[src/hw/rtl/ftcg_pkg.sv]
// Shared types, constants and codes of the floor texture coordinate generator.
package ftcg_pkg;

  localparam int SCREEN_WIDTH  = 1024;  // power of two: the step divide is a shift
  localparam int SCREEN_HEIGHT = 768;
  localparam int HALF_H        = SCREEN_HEIGHT / 2;
  localparam int FRAC_BITS     = 30;
  localparam int WORLD_W       = 48;
  localparam int ROW_W         = 10;
  localparam int CMP_W         = 13;
  localparam int D_W           = $clog2(HALF_H);
  localparam int RD_W          = FRAC_BITS + $clog2(HALF_H + 1);
  localparam int CC_W          = $clog2(SCREEN_WIDTH) + 1;
  localparam int W_LOG2        = $clog2(SCREEN_WIDTH);
  localparam int OP_W          = 18;
  localparam int PROD_W        = RD_W + 1 + OP_W;
  localparam int TEX_W         = 10;
  localparam int LG_W          = 4;
  localparam int ADDR_W        = 5;

  localparam logic [2:0] REG_POS_X   = 3'd0;
  localparam logic [2:0] REG_POS_Y   = 3'd1;
  localparam logic [2:0] REG_DIR_X   = 3'd2;
  localparam logic [2:0] REG_DIR_Y   = 3'd3;
  localparam logic [2:0] REG_PLANE_X = 3'd4;
  localparam logic [2:0] REG_PLANE_Y = 3'd5;
  localparam logic [2:0] REG_TEX_WL  = 3'd6;
  localparam logic [2:0] REG_TEX_HL  = 3'd7;

  localparam logic KIND_ROW   = 1'b0;
  localparam logic KIND_PIXEL = 1'b1;

  typedef struct packed {
    logic             kind;
    logic [ROW_W-1:0] row_index;
  } in_item_t;

  typedef struct packed {
    logic [TEX_W-1:0] column;
    logic [TEX_W-1:0] tex_x;
    logic [TEX_W-1:0] tex_y;
    logic             last_in_row;
  } out_item_t;

  typedef struct packed {
    logic            is_pixel;
    logic [D_W-1:0]  divisor;
  } cmd_t;

  typedef struct packed {
    logic [31:0]        pos_x;
    logic [31:0]        pos_y;
    logic signed [15:0] dir_x;
    logic signed [15:0] dir_y;
    logic signed [15:0] plane_x;
    logic signed [15:0] plane_y;
    logic [LG_W-1:0]    tex_wl;
    logic [LG_W-1:0]    tex_hl;
  } cfg_t;

  typedef enum logic [1:0] {
    ST_RUN,
    ST_DIV,
    ST_MUL,
    ST_ACC
  } state_t;

endpackage

[src/hw/rtl/ftcg_front.sv]
// Front end: accepts items, clamps row starts to a divisor, queues commands.
module ftcg_front import ftcg_pkg::*; (
  input  logic     clk,
  input  logic     rst_n,
  input  logic     push,
  output logic     full,
  input  in_item_t in_data,
  output logic     q_valid,
  output cmd_t     q_cmd,
  input  logic     q_pop
);

  cmd_t            mem_r [2];
  logic            wp_r, rp_r;
  logic [1:0]      cnt_r;
  logic [CMP_W-1:0] r_c;
  cmd_t            cmd_c;
  logic            wr_c, rd_c;

  always_comb begin
    r_c = {{(CMP_W-ROW_W){1'b0}}, in_data.row_index};
    if (r_c > CMP_W'(SCREEN_HEIGHT - 1)) r_c = CMP_W'(SCREEN_HEIGHT - 1);
    if (r_c <= CMP_W'(HALF_H)) r_c = CMP_W'(HALF_H + 1);
    cmd_c.is_pixel = (in_data.kind == KIND_PIXEL);
    cmd_c.divisor  = D_W'(r_c - CMP_W'(HALF_H));
  end

  assign full    = (cnt_r == 2'd2);
  assign q_valid = (cnt_r != 2'd0);
  assign q_cmd   = mem_r[rp_r];
  assign wr_c    = push && !full;
  assign rd_c    = q_pop && q_valid;

  always_ff @(posedge clk) begin
    if (wr_c) mem_r[wp_r] <= cmd_c;
    if (!rst_n) begin
      wp_r  <= 1'b0;
      rp_r  <= 1'b0;
      cnt_r <= 2'd0;
    end else begin
      if (wr_c) wp_r <= ~wp_r;
      if (rd_c) rp_r <= ~rp_r;
      cnt_r <= cnt_r + {1'b0, wr_c} - {1'b0, rd_c};
    end
  end

endmodule

[src/hw/rtl/ftcg_div.sv]
// Restoring divider: row distance = (HALF_H << FRAC_BITS) / divisor, one bit a cycle.
module ftcg_div import ftcg_pkg::*; (
  input  logic            clk,
  input  logic            rst_n,
  input  logic            start,
  input  logic [D_W-1:0]  divisor,
  output logic            done,
  output logic [RD_W-1:0] quotient
);

  localparam logic [RD_W-1:0] DIVIDEND = RD_W'(HALF_H) << FRAC_BITS;
  localparam int CNT_W = $clog2(RD_W + 1);

  logic [RD_W-1:0]  num_r, q_r;
  logic [D_W:0]     rem_r;
  logic [D_W-1:0]   d_r;
  logic [CNT_W-1:0] cnt_r;
  logic             busy_r, done_r;
  logic [D_W:0]     rem_s;
  logic             ge_c;

  always_comb begin
    rem_s = {rem_r[D_W-1:0], num_r[RD_W-1]};
    ge_c  = (rem_s >= {1'b0, d_r});
  end

  always_ff @(posedge clk) begin
    if (start) begin
      num_r <= DIVIDEND;
      rem_r <= '0;
      d_r   <= divisor;
      q_r   <= '0;
    end else if (busy_r) begin
      num_r <= {num_r[RD_W-2:0], 1'b0};
      rem_r <= ge_c ? rem_s - {1'b0, d_r} : rem_s;
      q_r   <= {q_r[RD_W-2:0], ge_c};
    end
    if (!rst_n) begin
      busy_r <= 1'b0;
      done_r <= 1'b0;
      cnt_r  <= '0;
    end else begin
      done_r <= 1'b0;
      if (start) begin
        busy_r <= 1'b1;
        cnt_r  <= CNT_W'(RD_W);
      end else if (busy_r) begin
        cnt_r <= cnt_r - 1'b1;
        if (cnt_r == CNT_W'(1)) begin
          busy_r <= 1'b0;
          done_r <= 1'b1;
        end
      end
    end
  end

  assign done     = done_r;
  assign quotient = q_r;

endmodule

[src/hw/rtl/ftcg_back.sv]
// Back end: row setup sequencer, pixel stepping and the result queue.
module ftcg_back import ftcg_pkg::*; (
  input  logic      clk,
  input  logic      rst_n,
  input  cfg_t      cfg,
  input  logic      q_valid,
  input  cmd_t      q_cmd,
  output logic      q_pop,
  output logic      empty,
  input  logic      pop,
  output out_item_t out_data
);

  state_t state_r, state_nxt;
  logic   div_start, div_done, emit;
  logic [RD_W-1:0] rd_q;

  cfg_t                      cfg_r;
  logic [RD_W-1:0]           rd_r;
  logic [1:0]                idx_r;
  logic signed [PROD_W-1:0]  prod_r;
  logic [WORLD_W-1:0]        wx_r, wy_r, sx_r, sy_r;
  logic [CC_W-1:0]           cc_r;

  out_item_t  om_r [2];
  logic       owp_r, orp_r;
  logic [1:0] ocnt_r;

  logic signed [OP_W-1:0]    op_c;
  logic signed [PROD_W-1:0]  t14_c, t24_c, tq_c;
  logic [WORLD_W-1:0]        val_c;
  logic                      last_c;
  out_item_t                 res_c;

  ftcg_div u_div (
    .clk(clk), .rst_n(rst_n), .start(div_start), .divisor(q_cmd.divisor),
    .done(div_done), .quotient(rd_q)
  );

  function automatic logic [TEX_W-1:0] tex_coord(input logic [WORLD_W-1:0] w,
                                                 input logic [LG_W-1:0] lg);
    logic [LG_W-1:0]    n;
    logic [WORLD_W-1:0] s;
    n = (lg > LG_W'(TEX_W)) ? LG_W'(TEX_W) : lg;
    s = w >> (FRAC_BITS - int'(n));
    return s[TEX_W-1:0] & ((TEX_W'(1) << n) - TEX_W'(1));
  endfunction

  always_comb begin
    state_nxt = state_r;
    div_start = 1'b0;
    q_pop     = 1'b0;
    emit      = 1'b0;
    unique case (state_r)
      ST_RUN: begin
        if (q_valid) begin
          if (q_cmd.is_pixel) begin
            if (ocnt_r != 2'd2) begin
              emit  = 1'b1;
              q_pop = 1'b1;
            end
          end else begin
            div_start = 1'b1;
            q_pop     = 1'b1;
            state_nxt = ST_DIV;
          end
        end
      end
      ST_DIV: if (div_done) state_nxt = ST_MUL;
      ST_MUL: state_nxt = ST_ACC;
      ST_ACC: state_nxt = (idx_r == 2'd3) ? ST_RUN : ST_MUL;
      default: state_nxt = ST_RUN;
    endcase
  end

  // Operand per setup step: the two start offsets, then the two steps (-2 * plane).
  always_comb begin
    case (idx_r)
      2'd0:    op_c = OP_W'(cfg_r.dir_x) + OP_W'(cfg_r.plane_x);
      2'd1:    op_c = OP_W'(cfg_r.dir_y) + OP_W'(cfg_r.plane_y);
      2'd2:    op_c = -(OP_W'(cfg_r.plane_x) <<< 1);
      default: op_c = -(OP_W'(cfg_r.plane_y) <<< 1);
    endcase
  end

  // Truncation toward zero: bias negative products before the arithmetic shift.
  always_comb begin
    t14_c = (prod_r + (prod_r[PROD_W-1] ? PROD_W'((1 << 14) - 1) : PROD_W'(0))) >>> 14;
    t24_c = (prod_r + (prod_r[PROD_W-1] ? PROD_W'((1 << (14 + W_LOG2)) - 1) : PROD_W'(0)))
            >>> (14 + W_LOG2);
    tq_c  = idx_r[1] ? t24_c : t14_c;
    val_c = tq_c[WORLD_W-1:0];
  end

  always_comb begin
    last_c            = (cc_r >= CC_W'(SCREEN_WIDTH - 1));
    res_c.column      = cc_r[TEX_W-1:0];
    res_c.tex_x       = tex_coord(wx_r, cfg.tex_wl);
    res_c.tex_y       = tex_coord(wy_r, cfg.tex_hl);
    res_c.last_in_row = last_c;
  end

  always_ff @(posedge clk) begin
    if (div_start) cfg_r <= cfg;
    if (div_done && state_r == ST_DIV) rd_r <= rd_q;
    if (state_r == ST_MUL) prod_r <= $signed({1'b0, rd_r}) * op_c;
    if (emit) om_r[owp_r] <= res_c;
  end

  always_ff @(posedge clk) begin
    if (!rst_n) begin
      state_r <= ST_RUN;
      idx_r   <= 2'd0;
      wx_r    <= '0;
      wy_r    <= '0;
      sx_r    <= '0;
      sy_r    <= '0;
      cc_r    <= '0;
      owp_r   <= 1'b0;
      orp_r   <= 1'b0;
      ocnt_r  <= 2'd0;
    end else begin
      state_r <= state_nxt;
      if (div_start) idx_r <= 2'd0;
      if (state_r == ST_ACC) begin
        idx_r <= idx_r + 2'd1;
        case (idx_r)
          2'd0:    wx_r <= WORLD_W'({cfg_r.pos_x, 14'd0}) + val_c;
          2'd1:    wy_r <= WORLD_W'({cfg_r.pos_y, 14'd0}) + val_c;
          2'd2:    sx_r <= val_c;
          default: begin
            sy_r <= val_c;
            cc_r <= '0;
          end
        endcase
      end
      if (emit) begin
        wx_r <= wx_r + sx_r;
        wy_r <= wy_r + sy_r;
        cc_r <= last_c ? '0 : cc_r + 1'b1;
        owp_r <= ~owp_r;
      end
      if (pop && !empty) orp_r <= ~orp_r;
      ocnt_r <= ocnt_r + {1'b0, emit} - {1'b0, pop && !empty};
    end
  end

  assign empty    = (ocnt_r == 2'd0);
  assign out_data = om_r[orp_r];

  a_ocnt_bound: assert property (@(posedge clk) disable iff (!rst_n) ocnt_r != 2'd3)
    else $error("result queue count overflow");
  a_emit_run: assert property (@(posedge clk) disable iff (!rst_n)
    emit |-> (state_r == ST_RUN && ocnt_r != 2'd2))
    else $error("pixel emitted outside run state or into a full queue");
  a_div_to_mul: assert property (@(posedge clk) disable iff (!rst_n)
    (state_r == ST_DIV && div_done) |=> (state_r == ST_MUL && idx_r == 2'd0))
    else $error("setup did not begin after the divide");
  a_setup_end: assert property (@(posedge clk) disable iff (!rst_n)
    (state_r == ST_ACC && idx_r == 2'd3) |=> (state_r == ST_RUN && cc_r == '0))
    else $error("row setup did not finish cleanly");

endmodule

[src/hw/rtl/floor_texture_coordinate_generator_core.sv]
// Top level: configuration registers, front end and back end of the floor caster.
//
// Input channel: push/full with in_data (kind, row_index). A beat is taken when
// push is high and full is low; a two-entry command queue sits behind it.
// Result channel: empty/pop with out_data (column, tex_x, tex_y, last_in_row).
// The oldest result is shown while empty is low and leaves when pop is high.
// Configuration: APB-style port, register i at byte address 4*i, pready tied high.
// Position, direction and plane are sampled when a row start begins its setup;
// the texture sizes are read as each pixel is produced.
// Pixel beats produce one result each, at one per cycle while the back end is in
// its run state and the result queue has room; a result is registered in the
// result queue before it reaches the result ports. A row start produces no result
// and occupies the back end to dispatch, for the bit-serial divide of the 39-bit
// row distance and for four shared multiply-and-truncate steps.
// When pop stays low the two-entry result queue fills, pixel beats back up
// into the command queue and full rises; nothing is dropped.
// Reset (rst_n low, synchronous) empties both queues, restores the register
// defaults and zeroes the world position, steps and column counter.
module floor_texture_coordinate_generator_core import ftcg_pkg::*; (
  input  logic              clk,
  input  logic              rst_n,
  input  logic              push,
  output logic              full,
  input  in_item_t          in_data,
  output logic              empty,
  input  logic              pop,
  output out_item_t         out_data,
  input  logic              psel,
  input  logic              penable,
  input  logic              pwrite,
  input  logic [ADDR_W-1:0] paddr,
  input  logic [31:0]       pwdata,
  output logic [31:0]       prdata,
  output logic              pready
);

  cfg_t       cfg_r;
  logic       wr_c;
  logic [2:0] idx_c;
  logic       q_valid, q_pop;
  cmd_t       q_cmd;

  assign pready = 1'b1;
  assign idx_c  = paddr[4:2];
  assign wr_c   = psel && penable && pwrite;

  always_ff @(posedge clk) begin
    if (!rst_n) begin
      cfg_r.pos_x   <= 32'd0;
      cfg_r.pos_y   <= 32'd0;
      cfg_r.dir_x   <= 16'sd16384;
      cfg_r.dir_y   <= 16'sd0;
      cfg_r.plane_x <= 16'sd0;
      cfg_r.plane_y <= 16'sd10813;
      cfg_r.tex_wl  <= 4'd6;
      cfg_r.tex_hl  <= 4'd6;
    end else if (wr_c) begin
      unique case (idx_c)
        REG_POS_X:   cfg_r.pos_x   <= pwdata;
        REG_POS_Y:   cfg_r.pos_y   <= pwdata;
        REG_DIR_X:   cfg_r.dir_x   <= pwdata[15:0];
        REG_DIR_Y:   cfg_r.dir_y   <= pwdata[15:0];
        REG_PLANE_X: cfg_r.plane_x <= pwdata[15:0];
        REG_PLANE_Y: cfg_r.plane_y <= pwdata[15:0];
        REG_TEX_WL:  cfg_r.tex_wl  <= pwdata[LG_W-1:0];
        REG_TEX_HL:  cfg_r.tex_hl  <= pwdata[LG_W-1:0];
        default: ;
      endcase
    end
  end

  always_comb begin
    unique case (idx_c)
      REG_POS_X:   prdata = cfg_r.pos_x;
      REG_POS_Y:   prdata = cfg_r.pos_y;
      REG_DIR_X:   prdata = {16'd0, cfg_r.dir_x};
      REG_DIR_Y:   prdata = {16'd0, cfg_r.dir_y};
      REG_PLANE_X: prdata = {16'd0, cfg_r.plane_x};
      REG_PLANE_Y: prdata = {16'd0, cfg_r.plane_y};
      REG_TEX_WL:  prdata = {28'd0, cfg_r.tex_wl};
      REG_TEX_HL:  prdata = {28'd0, cfg_r.tex_hl};
      default:     prdata = 32'd0;
    endcase
  end

  ftcg_front u_front (
    .clk(clk), .rst_n(rst_n), .push(push), .full(full), .in_data(in_data),
    .q_valid(q_valid), .q_cmd(q_cmd), .q_pop(q_pop)
  );

  ftcg_back u_back (
    .clk(clk), .rst_n(rst_n), .cfg(cfg_r), .q_valid(q_valid), .q_cmd(q_cmd),
    .q_pop(q_pop), .empty(empty), .pop(pop), .out_data(out_data)
  );

endmodule
[config.mk]
export PLATFORM = sky130hd
export DESIGN_NAME = floor_texture_coordinate_generator_core
export DESIGN_NICKNAME = d
export VERILOG_FILES = /design/src/hw/rtl/ftcg_pkg.sv /design/src/hw/rtl/ftcg_front.sv /design/src/hw/rtl/ftcg_div.sv /design/src/hw/rtl/ftcg_back.sv /design/src/hw/rtl/floor_texture_coordinate_generator_core.sv
export SDC_FILE = /design/constraint.sdc
export NUM_CORES = 2
export LEC_CHECK = 0
export ABC_AREA = 1
export BUFFER_PORTS_ARGS = -buffer_cell sky130_fd_sc_hd__buf_2
export CAP_MARGIN = 20
export CORE_MARGIN = 3
export CORE_UTILIZATION = 45
export DETAILED_ROUTE_END_ITERATION = 6
export GPL_TIMING_DRIVEN = 0
export SYNTH_ARGS = -nofsm -noshare
export SYNTH_HDL_FRONTEND = slang
export SYNTH_SLANG_ARGS = --single-unit
[constraint.sdc]
create_clock -name clk -period 9.7 [get_ports clk]
set_clock_uncertainty 0.1 [all_clocks]
set_input_delay 0.97 -clock clk [delete_from_list [all_inputs] [get_ports clk]]
set_output_delay 0.97 -clock clk [all_outputs]
set_load 0.05 [all_outputs]
* Word level (Yosys, flattened, before mapping) *
Memories as Yosys holds them, arrays and structs flattened. A register that Yosys moved wholly into a read port is not among the register bits.
Cells that the tools add are included.

operators by class
  bitwise logic cells = 9
  reduce and logical (&&, ||, !) cells = 35
  shift operators = 4
  equality and inequality tests = 20
  order comparisons = 6
  add/sub/neg operators = 23
  multipliers = 1
  mux-type cells = 51

operators with widths
  operator                                             count
  two-way mux 48 bit                                   7
  one-hot mux 32 bit (8 select lines)                  1
  adder 46 x 48 -> 48 bit                              2
  adder 48 bit                                         2
  >> shifter 48 x 32 -> 10 bit                         2
  adder 58 x 15 -> 58 bit                              1
  adder 58 x 25 -> 58 bit                              1
  multiplier 40 x 18 -> 58 bit                         1
  one-hot mux 18 bit (3 select lines)                  1
  two-way mux 11 bit                                   4
  negator 17 -> 18 bit                                 2
  adder 16 x 16 -> 17 bit                              2
  AND reduction 2 bit                                  13
  two-way mux 24 bit                                   1
  two-way mux 1 bit                                    22
  bitwise AND 10 bit                                   2
  << shifter 1 x 4 -> 10 bit (first input constant)    2
  subtractor 10 x 1 -> 10 bit (second input constant)  2
  two-way mux 9 bit                                    2
  two-way mux 14 bit                                   1
  equality test 3 bit (second input constant)          4
  two-way mux 2 bit                                    6
  two-way mux 6 bit                                    2
  nonzero test 2 bit                                   6
  31 further kinds                                     60

storage, ports and cells
  output and inout bits = 66
  memories kept = 2
  input bits = 55
  word-level logic and storage cells = 188
  memory bits (writable) = 82
  register bits after elaboration = 643

memory list
  name           depth  width  rd ports  clocked after memory_dff  wr ports  RTL line          text
  u_back.om_r    2      31     1         1                         1         ftcg_back.sv:25   out_item_t om_r [2];
  u_front.mem_r  2      10     1         1                         1         ftcg_front.sv:13  cmd_t mem_r [2];

* Longest topological paths before layout *
  depth after elaboration = 8
  mapped depth = 44
  gate-level depth less buffers = 43

* Hierarchy *
From an unflattened synthesis, not the netlist that was laid out.

second synthesis, totals
  cell total of the unflattened synthesis = 8,211
  area total of the unflattened synthesis = 64,017.6 sq um

modules (own cells, without submodules)
  module                                   seq. area each (sq um)  instances  area an instance (sq um)  cells an instance
  ftcg_back                                12,001.5                1          53,691.5                  6,873
  floor_texture_coordinate_generator_core  2,722.6                 1          6,278.5                   893
  ftcg_div                                 1,431.4                 1          2,955.3                   354
  ftcg_front                               700.7                   1          1,092.3                   91

* Least setup slack after synthesis *
OpenSTA, ideal clock, no wires.

  kind = flip-flop to flip-flop
  start point = register u_back.idx_r[1]
  end point = register u_back.prod_r[53], data pin
  period minus slack after synthesis = 7.773 ns
  path buffers = 6
  setup time = 0.259 ns
  arrival time = 7.414 ns
  data required time = 9.341 ns
  cell stages (with the launch flop) = 33
  slack = 1.927 ns
  path through = dfxtp_1 -> clkbuf_1 -> inv_1 -> clkbuf_1 -> clkbuf_1 -> ha_1 -> clkbuf_1 -> nand2_1 -> o2111ai_1 -> nand2_1 -> inv_1 -> clkbuf_1 -> clkbuf_1 -> nand2_1 -> fa_1 -> inv_1 -> fa_1 -> fa_1 -> fa_1 -> fa_1 -> inv_1 -> fa_1 -> inv_1 -> ha_1 -> nand2_1 -> nor2_1 -> inv_1 -> nor4_1 -> nand3_1 -> nand3_1 -> a21o_1 -> a21oi_1 -> xnor2_1

on the way
  word-level cells in the longest chain between the ends = 3
  elaborated cells on any way between the ends = 5
  those cells by class = mul: 1; eq/ne: 2; mux: 1; reduce/logical: 1

ends and longest elaborated chain
  element                                            RTL line          text
  from (decl)                                        ftcg_back.sv:20   logic [1:0] idx_r;
  from (signal assigned)                             ftcg_back.sv:126  idx_r <= idx_r + 2'd1;
  equality test 2 bit, or another cell as far along  ftcg_back.sv:78   case (idx_r)
  one-hot mux 18 bit (3 select lines) (*)            ftcg_back.sv:78
  multiplier 40 x 18 -> 58 bit (*)                   ftcg_back.sv:106  if (state_r == ST_MUL) prod_r <= $signed({1'b0, rd_r}) * op_c;
  to (signal assigned)                               ftcg_back.sv:106
  to (decl)                                          ftcg_back.sv:21   logic signed [PROD_W-1:0] prod_r;

Every way passes the cells marked *; elsewhere a longest branch is shown, timed or not.
A chain may end at the register's enable or synchronous reset.

* Worst setup path in the final report *
  start point = register u_back.idx_r[1]
  end point = register u_back.prod_r[44], data pin

The elaborated chain is that of the path after synthesis.

==> results_dict.tcl <==
set metrics [dict create \
    htree_levels 3 \
    grt_max_degree 39 \
    cts_hold_buf 0 \
    n_fill_cell 14000 \
    gr-total-overflow 0 \
    vias 58400 \
    worst-path-max-fanout 11 \
    synth_fp_nets 9335 \
    postSynthCellCount 8285 \
    route.met2.wl_um 109000 \
    fin_area_mm2 0.0699 \
    ios 121 \
    rows 137 \
    synth_edf_count 306 \
    critPathCaptureType "flop" \
    layout_commonest_cell "nand2_1" \
    grt_pass1_wl_um 356000 \
    drc 0 \
    cp_slowest_cell "fa_1" \
    critPathLaunchType "flop" \
    grt_use_total 0.324 \
    r2r_start "u_back.idx_r[1]" \
    dpl_cell_area_mm2 0.0671 \
    top_layer_used "met5" \
    finalWeightedCongestion 0.985 \
    ys_ff_latch 689 \
    initial_core_util 0.455 \
    cp_common_cell "nand2_1" \
    drive_gt1_frac 0.0592 \
    routedLengthMet1_um 103000 \
    rrSetupSlack_ns 0.32 \
    ys_types 65 \
    fp.dieW_um 382 \
    wl_per_cell_um 23.1 \
    cp_slowest_stage_delay_ns 0.55 \
    first_global_vias 56400 \
    antenna_found_initial 6 \
    postRouteAntennaNets 0 \
    cts_tree "yes" \
    cts_root_buffer "clkbuf_16" \
    critPathArrivalTime_ns 9.67 \
    clock_sinks 689 \
    critPathRequiredTime_ns 10.00 \
    hold_class "reg2reg" \
    layoutNonFillerInstCount 10500 \
    period_share 0.967 \
    core_area_mm2 0.140 \
    hold_viol_final 0 \
    cts_made_buffers 78 \
    maxCapViolCount 0 \
    dp.cells 10300 \
    synth_ff_type "dfxtp_1" \
    portBuffers 115 \
    drt_pass1_iterations 6 \
    worst_pin_slew_ns 1.16 \
    relSlewSlack 0.220 \
    area_delta_synth_final_pct 9.62 \
    slew_violations 0 \
    setup_viol_count_final 0 \
    path_class "reg2reg" \
    status "finished, final reports clean" \
    fin_crit_ns 9.38 \
    clk_pin_slew_ns 0.06 \
    nNetsFinal 9561 \
    multiInputGateArea_mm2 0.0403 \
    rsz0062_at_grt "yes" \
    cts_buffer_depth 3 \
    ff_latch_area_mm2 0.0169 \
    mostFrequentLayoutCells "nand2_1, inv_1, nor2_1" \
    fp.dieH_um 382 \
    avgSynthCellArea_um2 7.70 \
    drt_wl_total_um 241000 \
    dieArea_mm2 0.146 \
    ys_warn_count 0 \
    fmax_ghz 0.107 \
    vias_per_cell 5.58 \
    netlist_area_mm2 0.0638 \
    ff2ff_path_depth 34 \
    drt_iter0_drc 5294 \
    route.met3.wl_um 18800 \
    worstReg2RegEnd "u_back.prod_r[44]" \
    endpoint "u_back.prod_r[44]" \
    clkLatencyLatePin_ns 0.68 \
    synthArstFlopShare 0 \
    ys_seq_area_frac 0.264 \
    cp-startpoint "u_back.idx_r[1]" \
    dpl.hpwl_um 200000 \
]
[critical path: cells and delay by family, from the launching register on]
family          cells  cell delay [ns]
fa+ha+maj           8             3.61
buf+inv            12             2.35
compound gates      6             1.34
simple gates        8             1.18
flops               1             0.48
[logic make-up after synthesis]
family | synth area share
buffers and inverters | 0.104
adders and majority gates | 0.266
and+or+nand+nor | 0.204
xor gates and xnor gates | 0.0190
DFF | 0.264
muxes | 0.00814
AOI/OAI and AO/OA | 0.135
other | 0.0000588
[layer usage]
metal | vias up | GRT usage
li1 | 27100 | -
met1 | 28400 | 0.443
met2 | 2424 | 0.512
met3 | 484 | 0.0524
met4 | 8 | 0.131
met5 | - | 0
[registers in the layout, summed over array words and instances (netlist names), 6 cells and up, named ones only]
register and count:
cfg_r 136, u_back.cc_r 11, u_back.cfg_r 118, u_back.om_r 62
u_back.prod_r 58, u_back.rd_r 39, u_back.sx_r 41, u_back.sy_r 41
u_back.u_div.cnt_r 6, u_back.u_div.d_r 9, u_back.u_div.quotient 39, u_back.u_div.rem_r 9
u_back.wx_r 41, u_back.wy_r 41, u_front.mem_r 20
[how the worst min path moves through the flow]
stage	slack [ns]	depth (start not counted)	startpoint	end
2_1_floorplan	0.31	0	cfg_r[72]	u_back.cfg_r[72]
3_3_place_gp	0.32	0	u_back.u_div.quotient[38]	u_back.rd_r[38]
3_5_place_dp	0.31	0	cfg_r[87]	u_back.cfg_r[87]
4_1_cts	0.33	0	cfg_r[87]	u_back.cfg_r[87]
5_1_grt	0.33	0	cfg_r[87]	u_back.cfg_r[87]
6_report	0.33	0	cfg_r[87]	u_back.cfg_r[87]
[synth_stat cells, drive strengths merged (70+ instances only)]
cell type,number,share of area
inv,1427,0.084
a21oi,518,0.041
xor2,101,0.014
clkbuf,202,0.012
fa,599,0.19
nand4,70,0.0070
nand2,1631,0.097
nor2,921,0.055
ha,396,0.078
nor3,87,0.0079
edfxtp,306,0.14
dfxtp,383,0.12
buf,88,0.0072
nand3,350,0.027
o21ai,643,0.051
a31oi,75,0.0074
[what timing repair did]
action,4_1_cts,5_1_grt
endpoints found under the setup margin,47,23
resized for setup,21,11
setup buffers,0,5
pin swaps,0,0
[cell type report]
cell class | instances | share of cell area
plain buffers | 289 | 0.0177
clock inverters | 43 | 0.00712
clock buffers | 101 | 0.0314
flip-flops and latches | 689 | 0.241
inverters | 1441 | 0.0776
repair buffers | 147 | 0.0144
well taps | 1876 | 0.0336
diodes | 3 | 0.000107
multi-input cells | 5865 | 0.577
[metrics by stage]
step | TNS, ns | setup slack, ns | util | hold slack [ns]
detailed placement | -48.89 | -1.70 | 0.479 | 0.314
global route | -0.0305 | -0.0305 | 0.499 | 0.332
finish | 0 | 0.325 | 0.499 | 0.330
CTS | 0 | 0.0478 | 0.499 | 0.329
floorplan | 0 | 1.93 | - | 0.308
global placement | -53.07 | -1.71 | 0.476 | 0.317
Power is left out: the tool's default activity adds up to more than one toggle a clock period on the data nets, which glitch-free logic cannot reach.
